### config.mk
export PLATFORM = sky130hd
export DESIGN_NAME = dtpw_queue
export DESIGN_NICKNAME = d
export VERILOG_FILES = /design/src/design/dtpw_pkg.sv /design/src/design/dtpw_queue.sv
export SDC_FILE = /design/constraint.sdc
export NUM_CORES = 1
export LEC_CHECK = 0
export BUFFER_PORTS_ARGS = -buffer_cell sky130_fd_sc_hd__buf_2
export CAP_MARGIN = 30
export CELL_PAD_IN_SITES_DETAIL_PLACEMENT = 1
export CELL_PAD_IN_SITES_GLOBAL_PLACEMENT = 2
export CORE_ASPECT_RATIO = 1.75
export CORE_MARGIN = 3
export CORE_UTILIZATION = 45
export DETAILED_ROUTE_END_ITERATION = 7
export GPL_TIMING_DRIVEN = 0
export HOLD_SLACK_MARGIN = 0.15
export PLACE_DENSITY = 0.88
export SYNTH_ARGS = -nofsm -noshare
export SYNTH_HDL_FRONTEND = slang
export SYNTH_SLANG_ARGS = --single-unit
### constraint.sdc
create_clock -name clk -period 5.6 [get_ports clk]
set_input_delay 0.56 -clock clk [delete_from_list [all_inputs] [get_ports clk]]
set_output_delay 0.56 -clock clk [all_outputs]
set_load 0.02 [all_outputs]
### src/design/dtpw_pkg.sv
// Shared constants, types and outcome codes for the depth-tested pixel writer.
// No dependencies; every other file in this folder imports this package.
package dtpw_pkg;

    localparam int SCREEN_WIDTH  = 800;
    localparam int SCREEN_HEIGHT = 600;
    localparam int PIXEL_COUNT   = SCREEN_WIDTH * SCREEN_HEIGHT;

    localparam int ADDR_W    = (PIXEL_COUNT > 1) ? $clog2(PIXEL_COUNT) : 1;
    localparam int COL_W     = $clog2(SCREEN_WIDTH + 1);
    localparam int ROW_W     = $clog2(SCREEN_HEIGHT + 1);
    localparam int IDX_SUM_W = ROW_W + COL_W + 1;

    localparam int POS_W   = 12;
    localparam int DEPTH_W = 32;
    localparam int COLOR_W = 16;
    localparam int TAG_W   = 8;
    localparam int INDEX_W = 19;
    localparam int WORD_W  = 32;

    localparam logic [7:0] ALPHA_BYTE = 8'hFF;

    localparam int QUEUE_DEPTH = 4;
    localparam int QPTR_W      = $clog2(QUEUE_DEPTH);

    typedef enum logic [1:0] {
        OUT_WRITTEN   = 2'd0,
        OUT_OFFSCREEN = 2'd1,
        OUT_HIDDEN    = 2'd2
    } outcome_t;

    // Classified fragment passed from front end to back end
    typedef struct packed {
        logic                offscreen;
        logic [ADDR_W-1:0]   addr;
        logic [DEPTH_W-1:0]  depth;
        logic [WORD_W-1:0]   word;
    } frag_t;

endpackage

### src/design/dtpw_queue.sv
// Short FIFO of classified fragments between front end and back end.
// Uses dtpw_pkg for the entry type and depth.
module dtpw_queue (
    input  logic            clk,
    input  logic            rst_n,
    input  logic            in_valid,
    output logic            in_ready,
    input  dtpw_pkg::frag_t in_item,
    output logic            out_valid,
    input  logic            out_ready,
    output dtpw_pkg::frag_t out_item
);
    import dtpw_pkg::*;

    frag_t             entry_reg [QUEUE_DEPTH];
    logic [QPTR_W-1:0] wr_ptr_reg;
    logic [QPTR_W-1:0] rd_ptr_reg;
    logic [QPTR_W:0]   count_reg;
    logic              push;
    logic              pop;

    assign in_ready  = (count_reg != (QPTR_W+1)'(QUEUE_DEPTH));
    assign out_valid = (count_reg != '0);
    assign out_item  = entry_reg[rd_ptr_reg];
    assign push      = in_valid && in_ready;
    assign pop       = out_valid && out_ready;

    always_ff @(posedge clk or negedge rst_n)
    begin
        if (!rst_n)
        begin
            wr_ptr_reg <= '0;
            rd_ptr_reg <= '0;
            count_reg  <= '0;
        end
        else
        begin
            if (push)
                wr_ptr_reg <= wr_ptr_reg + 1'b1;
            if (pop)
                rd_ptr_reg <= rd_ptr_reg + 1'b1;
            if (push && !pop)
                count_reg <= count_reg + 1'b1;
            else if (pop && !push)
                count_reg <= count_reg - 1'b1;
        end
    end

    always_ff @(posedge clk)
    begin
        if (push)
            entry_reg[wr_ptr_reg] <= in_item;
    end

endmodule

==> After elaboration in Yosys (flattened, before gate mapping) <==
Memories as Yosys holds them, arrays and structs flattened.
Index checks and enable logic that the tools add are counted.
Widths: inputs -> output; s select.
{ "totals": {"rom_bits": 0, "latch_bits": 0, "memories": 1, "output_inout_bits": 86, "ram_bits": 336, "reg_bits": 7} }
{ "mem_list": {"columns": ["memory", "words", "width", "read_ports", "rd_ports_with_merged_regs", "wr", "line", "text"], "rows": [
  ["entry_reg", 4, 84, 1, 0, 1, "dtpw_queue.sv:15", "frag_t entry_reg [QUEUE_DEPTH];"]
]} }
{ "op_classes": {"n_eq_ne": 1, "shift": 0, "n_reduce_logical": 8, "n_lt_le_gt_ge": 0, "bitwise_logic": 0, "addsub": 4, "mul": 0, "mux": 4, "n_div": 0} }
{ "ops": {"columns": ["operator", "n"], "rows": [
  ["$mux 3", 2],
  ["$add 2x1->2 const B", 2],
  ["$logic_and 1x1->1", 4],
  ["$add 3x1->3 const B", 1],
  ["$ne 3x3->1 const B", 1],
  ["$reduce_bool 3->1", 1],
  ["$sub 3x1->3 const B", 1],
  ["$logic_not 1->1", 2],
  ["$mux 1", 2],
  ["$reduce_bool 2->1", 1]
]} }

==> Depth between registers and ports, before layout <==
{ "logic_depth": {"ltp_word": 6, "mapped_depth": 8, "mapped_depth_nobuf": 8} }

==> Worst setup path after synthesis <==
Ideal clock, no wire load.
{ "synth_timing": {"kind": "in2reg", "startpoint": "in in_valid", "endpoint": "mem entry_reg[0][0] (netlist name), enable pin", "path_stages": 2, "setup_ns": 0.452, "arrival_time_ns": 2.820, "path_slack_ns": 2.328, "n_path_buf": 0, "cell_sequence": "a21boi_2 > and2_1"} }
{ "synth_between": {"elab_chain_len": 3} }
{ "synth_rtl": {"columns": ["element", "line", "text"], "rows": [
  ["start: declaration", "dtpw_queue.sv:6", "input logic in_valid,"],
  ["$logic_and 1x1->1", "dtpw_queue.sv:25", "assign push = in_valid && in_ready;"],
  ["$mux 1", "dtpw_queue.sv:51", "if (push)"],
  ["$mux 1 (not written as such)", "dtpw_queue.sv:52", "entry_reg[wr_ptr_reg] <= in_item;"],
  ["end: declaration", "dtpw_queue.sv:15", null]
]} }
No other way between the ends.

==> results by group <==
Timing
  • Min Clock Period, post-route: 2744 ps
  • Slew @ Worst Pin: 826.9 ps
  • Setup tns final: 0 ps
  • Final hold vios: 0
  • Final worst-path cycle share: 49.00%
  • RSZ-0062 raised after global routing: false
  • Fin. max-slew vios: 0
  • Worst clock skew: 10.97 ps
  • Max Freq: 0.3644 GHz
  • Setup violations, final: 0
  • Slew headroom: 44.87%

Die
  • Core area: 27430 µm²
  • Die Height: 227.1 µm
  • Die area: 30060 µm²
  • Starting Density: 45.83%
  • I/O pin count: 174
  • Overall die width: 132.3 µm
  • Row Count: 80

CTS
  • Root buf cell: clkbuf_16
  • Clk Latency, worst-skew pair: 550 ps
  • CTS Sinks: 343
  • CTS Buf Count: 30
  • CTS Buffer Depth: 3
  • H-tree Lvls: 1
  • Clock transition at the registers of the reported paths: 70 ps
  • CTS tree: built
  • Cts repair resizes: 0

Critical path
  • Crit end category: primary output
  • CP Class: reg2out
  • Critical path arrival: 2180 ps
  • Req. time, crit path: 5040 ps
  • Critical-path maximum fanout: 10
  • Startpoint Class: flip-flop

Global routing
  • GR Overflow Total: 0
  • First-pass GRT wire length: 39470 µm
  • Vias in the first global route: 6555
  • Global-route usage over all layers: 17.30%
  • Initial antenna violation count: 4
  • Pin count of the biggest net entering global routing: 63

Yosys
  • Compound-Gate Fraction of Synth Area: 0.08958%
  • Mapped Area: 12570 µm²
  • Main combinational cell family by area after synthesis: multiplexers
  • Synth top area share: 80.26%
  • Post-Syn Nets: 568
  • Post-synth cell types: 20
  • FF+latch count, synth: 343
  • Top_reg_cell synth: edfxtp_1
  • Xor-xnor portion of the synthesized cell area: 0.4180%
  • Synth Warn #: 0
  • EDFF count, synth: 336
  • Post-synthesis mux area share: 15.23%
  • Mapped Cells: 474
  • Adder-Cell Fraction of Synth Area: 0.6569%
  • Area leader, netlist: edfxtp_1
  • Post-synthesis simple-gate area fraction: 0.4081%
  • Synthesized area per cell: 26.52 µm²
  • Top cells by area, synth: edfxtp_1 (80%), mux4_2 (15%), dfrtp_1 (1.4%)
  • Seq/Total Area, Yosys: 81.66%
  • Synth async-reset ratio: 2.041%

Routing
  • DR iter-0 viols: 420
  • Vias per std cell: 5.288
  • Total Wirelength: 25940 µm
  • Residual DRC count: 0
  • Wirelength per Cell: 24.07 µm
  • Pre-antenna DRT Iters: 4
  • DRT antenna net count: 0
  • Via count: 5701

Placement
  • Post-detail-place hpwl: 16940 µm
  • RePlAce Congestion: 0.7093
  • Port Buffers: 173

Cells and area
  • Fill count: 2431
  • Layout cell share with drive strength beyond 1: 46.33%
  • Largest register FFs: 336
  • Area growth from synthesis to layout: 18.82%
  • Fin nets: 778

Power and ir drop
  • Power, Total: 8.229 mW
  • Leak pwr: 5.094 nW
  • Peak supply drop: 0.0003854 V
  • PD cells: 550.9 nW/µm²

Run status
  • Status: completed

Run
  • Max-Cap Viols: 0

Hold path
  • Hold Crit Class: in2reg
==> cell families (layout without fill, tap and decap cells) <==
group	count (synthesis)	count (layout)
buf+inv	22	256
xor+xnor	6	6
other cells	0	1
flops	343	343
mux	86	86
compound gates	1	1
fa+ha+maj	6	6
simple gates	10	10
==> report_power, final <==
part           internal, mW  total (mW)  switching [mW]  leakage, nW
logic                  1.14        2.79            1.64         1.48
registers              3.39        3.53           0.135         3.16
clock network          1.05        1.91           0.863        0.457
total                  5.59        8.23            2.64         5.09
==> cells in the final DEF, fill, tap and decap left out, drive strengths merged, types with 2 or more instances in the layout <==
| cell type | count |
|---|---|
| xnor2 | 4 |
| clkinv | 19 |
| inv | 3 |
| clkbuf | 35 |
| buf | 196 |
| edfxtp | 336 |
| xor2 | 2 |
| dfrtp | 7 |
| nand2 | 2 |
| mux2 | 2 |
| nor2 | 2 |
| mux4 | 84 |
| ha | 5 |
| and2 | 4 |
==> metal layers <==
| layer | routed length (µm) | vias to the layer above | GRT usage [%] |
|---|---|---|---|
| met1 | 9494 | 3057 | 19.99 |
| met3 | 1108 | 42 | 3.251 |
| met2 | 14720 | 137 | 32.63 |
| met5 | 55 | - | 0 |
| li1 | - | 2457 | - |
| met4 | 566 | 8 | 5.268 |
==> final cells by class <==
cell class,instances,area (µm²),share of cell area (%)
Tap cell,369,461.7,3.091
Timing Repair Buffer,178,978.4,6.551
Sequential cell,343,10260,68.72
Inverter,3,11.26,0.07539
Clock buffer,35,790.8,5.294
Buffer,19,182.7,1.223
Multi-Input combinational cell,109,2122,14.21
Antenna cell,1,2.502,0.01675
Clock inverter,21,122.6,0.8209
==> critical path, cell delays in order, from the launching register on <==
cell and delay (ps):
dfrtp_1 400, buf_2 310, buf_2 360, mux4_2 370, buf_2 180
==> what timing repair did <==
item	CTS	global route
endpoints found under the hold margin	7	0
buffers inserted	0	0
hold buffers	1	0
==> through the flow <==
step | cells | area [µm²] | util (%) | hold WS, ps | worst slack [ps]
after global routing | 1077 | 14930 | 54.45 | 197.1 | 2726
after floorplan | 474 | 12570 | - | 264.4 | 2328
after detailed placement | 1020 | 14010 | 51.09 | 406.0 | 3160
final | 1078 | 14940 | 54.46 | 218.9 | 2856
after global placement | 1016 | 13900 | 50.68 | 395.0 | 826.1
after CTS | 1077 | 14930 | 54.45 | 185.7 | 2769
==> final timing paths <==
kind / cells past startpoint / slack, ps / startpoint / to
worst max-delay path: 4 / 2860 / rd_ptr_reg[1]$_DFFE_PN0P_ / out_item[16]
worst min-delay path: 1 / 220 / in_item[24] / entry_reg[0][24]$_DFFE_PP_
worst max register to register: 4 / 3320 / count_reg[0]$_DFFE_PN0P_ / entry_reg[0][37]$_DFFE_PP_
worst min register to register: 1 / 550 / count_reg[2]$_DFFE_PN0P_ / count_reg[2]$_DFFE_PN0P_
max in group asynchronous: 2 / 5060 / rst_n / rd_ptr_reg[0]$_DFFE_PN0P_
min in group asynchronous: 2 / 380 / rst_n / wr_ptr_reg[0]$_DFFE_PN0P_
==> synthesized netlist by cell type (all sizes together), types with 2 or more instances <==
cell type,number
inv,3
xnor2,4
xor2,2
nor2,2
nand2,2
edfxtp,336
ha,5
mux4,84
buf,19
dfrtp,7
mux2,2
and2,4
Note: power is estimated with default switching activity, not from simulation.
