$ cat config.mk
export PLATFORM = sky130hd
export DESIGN_NAME = dtpw_front
export DESIGN_NICKNAME = d
export VERILOG_FILES = /design/src/design/dtpw_pkg.sv /design/src/design/dtpw_front.sv
export SDC_FILE = /design/constraint.sdc
export NUM_CORES = 1
export LEC_CHECK = 0
export ABC_AREA = 1
export BUFFER_PORTS_ARGS = -buffer_cell sky130_fd_sc_hd__buf_4
export CAP_MARGIN = 20
export CELL_PAD_IN_SITES_DETAIL_PLACEMENT = 1
export CELL_PAD_IN_SITES_GLOBAL_PLACEMENT = 1
export CORE_ASPECT_RATIO = 2
export CORE_MARGIN = 2
export CORE_UTILIZATION = 30
export CTS_CLUSTER_SIZE = 8
export DETAILED_ROUTE_END_ITERATION = 8
export PLACE_DENSITY_LB_ADDON = 0.2
export SETUP_SLACK_MARGIN = 0.3
export SLEW_MARGIN = 20
export SYNTH_ARGS = -nofsm -noshare
export SYNTH_HDL_FRONTEND = slang
export SYNTH_SLANG_ARGS = --single-unit
$ cat constraint.sdc
create_clock -name clk -period 10.6 [get_ports clk]
set_clock_uncertainty 0.1 [all_clocks]
set_input_delay 0.53 -clock clk [delete_from_list [all_inputs] [get_ports clk]]
set_output_delay 0.53 -clock clk [all_outputs]
set_load 0.02 [all_outputs]
$ cat src/design/dtpw_pkg.sv
// Shared constants, types and outcome codes for the depth-tested pixel writer.
// No dependencies; every other file in this folder imports this package.
package dtpw_pkg;

    localparam int SCREEN_WIDTH  = 800;
    localparam int SCREEN_HEIGHT = 600;
    localparam int PIXEL_COUNT   = SCREEN_WIDTH * SCREEN_HEIGHT;

    localparam int ADDR_W    = (PIXEL_COUNT > 1) ? $clog2(PIXEL_COUNT) : 1;
    localparam int COL_W     = $clog2(SCREEN_WIDTH + 1);
    localparam int ROW_W     = $clog2(SCREEN_HEIGHT + 1);
    localparam int IDX_SUM_W = ROW_W + COL_W + 1;

    localparam int POS_W   = 12;
    localparam int DEPTH_W = 32;
    localparam int COLOR_W = 16;
    localparam int TAG_W   = 8;
    localparam int INDEX_W = 19;
    localparam int WORD_W  = 32;

    localparam logic [7:0] ALPHA_BYTE = 8'hFF;

    localparam int QUEUE_DEPTH = 4;
    localparam int QPTR_W      = $clog2(QUEUE_DEPTH);

    typedef enum logic [1:0] {
        OUT_WRITTEN   = 2'd0,
        OUT_OFFSCREEN = 2'd1,
        OUT_HIDDEN    = 2'd2
    } outcome_t;

    // Classified fragment passed from front end to back end
    typedef struct packed {
        logic                offscreen;
        logic [ADDR_W-1:0]   addr;
        logic [DEPTH_W-1:0]  depth;
        logic [WORD_W-1:0]   word;
    } frag_t;

endpackage

$ cat src/design/dtpw_front.sv
// Front end: takes fragment requests, range-checks them, forms the pixel
// address and the packed colour word, and registers the result. Uses dtpw_pkg.
module dtpw_front (
    input  logic                                clk,
    input  logic                                rst_n,
    input  logic                                hold,
    input  logic                                in_valid,
    output logic                                in_ready,
    input  logic signed [dtpw_pkg::POS_W-1:0]   pixel_x,
    input  logic signed [dtpw_pkg::POS_W-1:0]   pixel_y,
    input  logic signed [dtpw_pkg::DEPTH_W-1:0] depth,
    input  logic signed [dtpw_pkg::COLOR_W-1:0] red_in,
    input  logic signed [dtpw_pkg::COLOR_W-1:0] green_in,
    input  logic signed [dtpw_pkg::COLOR_W-1:0] blue_in,
    output logic                                frag_valid,
    input  logic                                frag_ready,
    output dtpw_pkg::frag_t                     frag
);
    import dtpw_pkg::*;

    localparam logic signed [COLOR_W-1:0] COLOR_ONE = 16'sd4096;

    // Q4.12 to byte: clamp to [0,1], then floor(c * 255 / 4096)
    function automatic logic [7:0] to_byte(input logic signed [COLOR_W-1:0] c);
        logic [19:0] scaled;
        scaled = {c[11:0], 8'b0} - {8'b0, c[11:0]};
        if (c <= 0)
            return 8'd0;
        else if (c >= COLOR_ONE)
            return 8'hFF;
        else
            return scaled[19:12];
    endfunction

    logic signed [POS_W:0]  x_ext;
    logic signed [POS_W:0]  y_ext;
    logic signed [POS_W:0]  row_full;
    logic                   on_screen;
    logic [ROW_W-1:0]       row;
    logic [COL_W-1:0]       col;
    logic [IDX_SUM_W-1:0]   idx_sum;
    frag_t                  frag_next;
    logic                   frag_valid_reg;
    frag_t                  frag_reg;
    logic                   take;

    assign x_ext = $signed({pixel_x[POS_W-1], pixel_x});
    assign y_ext = $signed({pixel_y[POS_W-1], pixel_y});

    assign on_screen = (y_ext > 0) && (y_ext <= (POS_W+1)'(SCREEN_HEIGHT))
                    && (x_ext >= 0) && (x_ext < (POS_W+1)'(SCREEN_WIDTH));

    // Rows count downward from the top of the buffer
    assign row_full = (POS_W+1)'(SCREEN_HEIGHT) - y_ext;
    assign row      = row_full[ROW_W-1:0];
    assign col      = x_ext[COL_W-1:0];
    assign idx_sum  = IDX_SUM_W'(row) * IDX_SUM_W'(SCREEN_WIDTH) + IDX_SUM_W'(col);

    always_comb
    begin
        frag_next.offscreen = !on_screen;
        frag_next.addr      = on_screen ? idx_sum[ADDR_W-1:0] : '0;
        frag_next.depth     = depth;
        frag_next.word      = {ALPHA_BYTE, to_byte(red_in), to_byte(green_in),
                               to_byte(blue_in)};
    end

    assign in_ready   = !hold && (!frag_valid_reg || frag_ready);
    assign take       = in_valid && in_ready;
    assign frag_valid = frag_valid_reg;
    assign frag       = frag_reg;

    always_ff @(posedge clk or negedge rst_n)
    begin
        if (!rst_n)
            frag_valid_reg <= 1'b0;
        else if (take)
            frag_valid_reg <= 1'b1;
        else if (frag_ready)
            frag_valid_reg <= 1'b0;
    end

    always_ff @(posedge clk)
    begin
        if (take)
            frag_reg <= frag_next;
    end

endmodule

# --- Yosys cells after proc, flatten, opt, wreduce, memory -nomap -nowiden ---
# Cells that the tools add are included.
word_totals:
  reg_bits: 77
  inputBits: 109
  output_inout_bits: 86
classes:
  add_sub_neg: 5
  n_mul: 1
  n_lt_le_gt_ge: 10
  mux: 5
  n_reduce_logical: 10
op_table:
  columns: ["op", "count"]
  rows:
  - ["$sub 20x12->20", 3]
  - ["$ge 16x14->1 const B", 3]
  - ["$le 16x1->1 const B", 3]
  - ["$mux 8", 3]
  - ["$add 19x10->19", 1]
  - ["$mul 10x5->14 const B", 1]
  - ["$ge 12x1->1 const B", 1]
  - ["$gt 12x1->1 const B", 1]
  - ["$le 12x11->1 const B", 1]
  - ["$lt 12x11->1 const B", 1]
  - ["$sub 10x10->10 const A", 1]
  - ["$logic_and 1x1->1", 5]
  - ["$logic_not 1->1", 3]
  - ["$mux 1", 2]
  - ["$reduce_bool 2->1", 1]
  - ["$logic_or 1x1->1", 1]

# --- Logic depth before layout (Yosys ltp) ---
logic_depth:
  word_depth: 5
  ltp_mapped: 26
  depth_no_buf: 26

# --- Worst setup path before layout ---
# OpenSTA, ideal clock, no wires.
synth_timing:
  kind: "in2reg"
  start: "input hold"
  end: "register frag_reg, in the netlist frag[0], enable pin"
  setup_time_ns: 0.605
  arrival_ns: 5.814
  required_time_ns: 9.895
  path_slack_ns: 4.082
  stages: 1
  cell_sequence: "nor3_1"
synth_via:
  elab_chain_len: 3
synth_lines:
  columns: ["element", "line_no", "text"]
  rows:
  - ["start, declared", "dtpw_front.sv:6", "input logic hold,"]
  - ["$logic_not 1->1", "dtpw_front.sv:68", "assign in_ready = !hold && (!frag_valid_reg || frag_ready);"]
  - ["$logic_and 1x1->1", "dtpw_front.sv:68", null]
  - ["$logic_and 1x1->1", "dtpw_front.sv:69", "assign take = in_valid && in_ready;"]
  - ["end signal, assigned", "dtpw_front.sv:86", "frag_reg <= frag_next;"]
  - ["end, declared", "dtpw_front.sv:44", "frag_t frag_reg;"]
# No other way between the ends.
# A chain may end at the register's enable or synchronous reset.

# --- Final worst setup path ---
layout_timing:
  start: "input pixel_y[0] in the netlist's numbering"
  end: "register frag_reg, in the netlist frag[82], data pin"
layout_via:
  elab_chain_len: 4
layout_lines:
  columns: ["element", "line_no", "text"]
  rows:
  - ["start, declared", "dtpw_front.sv:10", "input logic signed [dtpw_pkg::POS_W-1:0] pixel_y,"]
  - ["branches (longest 4 deep; another with $add 19x10->19)", null, null]
# Parallel ways; which one is timed is not known.

==> impl_metrics.tcl <==
set metrics [dict create \
    final_util_pct 41.4 \
    largest_register_ffs 76 \
    final_nets 999 \
    fmax_ghz 0.234 \
    grt_busiest_layer "met2" \
    grt_start_max_net_pins 41 \
    clk_path_buf_depth 2 \
    ys_warn_count 0 \
    grt_util_all_layers_pct 17.6 \
    synth_area_leaders "edfxtp_1, ha_1, nand2_1" \
    leakage_nw 3.57 \
    grtUsageMet1_pct 15.7 \
    use_met3_pct 1.19 \
    cts_htree_levels 3 \
    overflow 0 \
    holdWs_ns 0.270 \
    cts_made_buffers 9 \
    viasPerCell 4.80 \
    drc_errors 0 \
    ioPinCount 195 \
    core_area_um2 17700 \
    ant_nets 0 \
    ys_types 35 \
    ys_seq_elements 77 \
    grt_pass1_wl_um 27100 \
    hold_class "in2reg" \
    maxCapViolCount 0 \
    die_x_um 98.8 \
    synth_edf_count 76 \
    clock_latency_ns 0.33 \
    powerDensity_nw_per_um2 149 \
    drive_above_1_share_pct 26.8 \
    synth_top_area_share_pct 42.3 \
    ys.flop_type "edfxtp_1" \
    clock-root-buffer "clkbuf_16" \
    nFillCells 2168 \
    worstPathRequired_ns 10.58 \
    yosys.area.top_type "edfxtp_1" \
    finalHoldViolCount 0 \
    dieArea_um2 19100 \
    cts.clk_slew.worst_paths_ns 0.07 \
    cts_tree "built" \
    rows 69 \
    tightest_slew_ns 0.539 \
    endpoint_kind "flip-flop" \
    netlist_area_um2 5390 \
    ir_worst_vdd_uv 104 \
    drt_iter0_markers 157 \
    status "finished, final reports clean" \
    setup.worst_path.start_class "input port" \
    tns_ns 0 \
    max_stage_delay_ns 0.52 \
    die_h_um 194 \
    n_antenna_cell 0 \
    antenna_found_initial 0 \
    slew_violations 0 \
    cp.arrival_ns 4.25 \
    hpwl_um 14700 \
    yosysMostFrequentCell "nand2_1" \
    cp_slowest_cell "fa_1" \
    wl_per_cell_um 16.2 \
    ys_async_sr_fraction_pct 1.30 \
    dr.pass1.iters 4 \
    rsz0062_at_grt "false" \
    gp_congestion 0.864 \
    cts.sinks 77 \
    start_util_pct 30.5 \
    avgSynthCellArea_um2 8.45 \
    min_period_ns 4.27 \
    criticalPathCategory "in2reg" \
    ys_seq_area_share_pct 42.8 \
    maxSlewHeadroom_pct 64.1 \
    cts_setup_buffers 0 \
    first_global_vias 5526 \
    setup_viol 0 \
    via_count 5054 \
    syn-instance-count 638 \
    crit_fanout 7 \
    area_growth_pct 36.0 \
    drt_wl_total_um 17100 \
    yosys-top-cells-count "nand2_1, inv_1, edfxtp_1, nor2_1, ha_1" \
    io_buffers 186 \
    grtUsageMet2_pct 37.9 \
    post-route-period-util_pct 40.3 \
]
-- timing repair --
action                                 CTS  global route
endpoints found under the hold margin    1             0
hold buffers                             1             0
resized for setup                        0             0
-- cell families after synthesis --
kind of cell	share of synthesized area (%)
and+or+nand+nor	26.1
buffers and inverters	8.98
DFF	42.8
other	0.0695
AOI/OAI and AO/OA	6.63
xor gates and xnor gates	2.11
adders and majority gates	13.4
-- power breakdown --
| group | total (W) | leakage (nW) | internal, W | switching [W] |
|---|---|---|---|---|
| logic | 0.000424 | 2.72 | 0.000154 | 0.000270 |
| clock network | 0.000312 | 0.140 | 0.000183 | 0.000128 |
| registers | 0.000356 | 0.713 | 0.000352 | 0.00000439 |
-- stage by stage --
stage | power [W] | setup slack [ns] | cells | area, um^2
6_report | 0.00109 | 6.33 | 1054 | 7330
3_5_place_dp | 0.000787 | 5.96 | 1037 | 7020
5_1_grt | 0.00117 | 5.87 | 1054 | 7330
4_1_cts | 0.00110 | 6.31 | 1054 | 7330
3_3_place_gp | 0.000768 | 6.09 | 1037 | 7020
2_1_floorplan | 0.000649 | 4.08 | 645 | 5420
-- metal layers --
layer  vias to the layer above  routed length [um]
li1                       2487                   -
met1                      2404                5430
met2                       135               10500
met3                        28                 615
met4                         0                 496
met5                         -                   0
-- critical path, delay by kind of cell --
family	cells	cell delay, ns
buf+inv	6	0.43
simple gates	12	1.08
xor+xnor	1	0.35
compound gates	1	0.18
fa+ha+maj	5	1.67
-- cells in the final DEF, fill, tap and decap left out, types with 2 or more instances in the layout --
cell type	instances
edfxtp_1	76
nand2_4	3
inv_1	106
ha_1	48
conb_1	8
buf_4	188
xor2_1	9
nor2_1	76
nor3_1	14
fa_1	6
clkinvlp_4	2
clkbuf_16	9
a31oi_1	11
a21oi_1	35
nor2_4	9
o21bai_1	2
nand3b_1	5
nand2_1	145
nor2_2	3
nand3_1	43
clkinv_4	2
o21ai_0	9
nand2_2	2
xnor2_1	4
nand4_1	9
-- path summary, 6_finish.rpt --
kind	to	from	slack, ns	cells past startpoint
min in group asynchronous	frag_valid	rst_n	0.44	2
hold / removal	frag[50]	depth[18]	0.27	1
setup reg to reg	frag[53]	frag_valid	8.98	4
setup / recovery	frag[82]	pixel_y[0]	6.33	25
hold reg to reg	frag_valid	frag_valid	0.47	2
max in group asynchronous	frag_valid	rst_n	9.88	2
-- layout make-up --
| type | instances | area, um^2 | area share [%] |
|---|---|---|---|
| multi-input cells | 452 | 2630 | 35.9 |
| well taps | 213 | 267 | 3.63 |
| repair buffers | 189 | 1420 | 19.4 |
| clock buffers | 9 | 225 | 3.07 |
| clock inverters | 7 | 75.1 | 1.02 |
| inverters | 107 | 404 | 5.51 |
| flip-flops and latches | 77 | 2310 | 31.5 |
No activity file was read; power rests on OpenSTA's default activity.
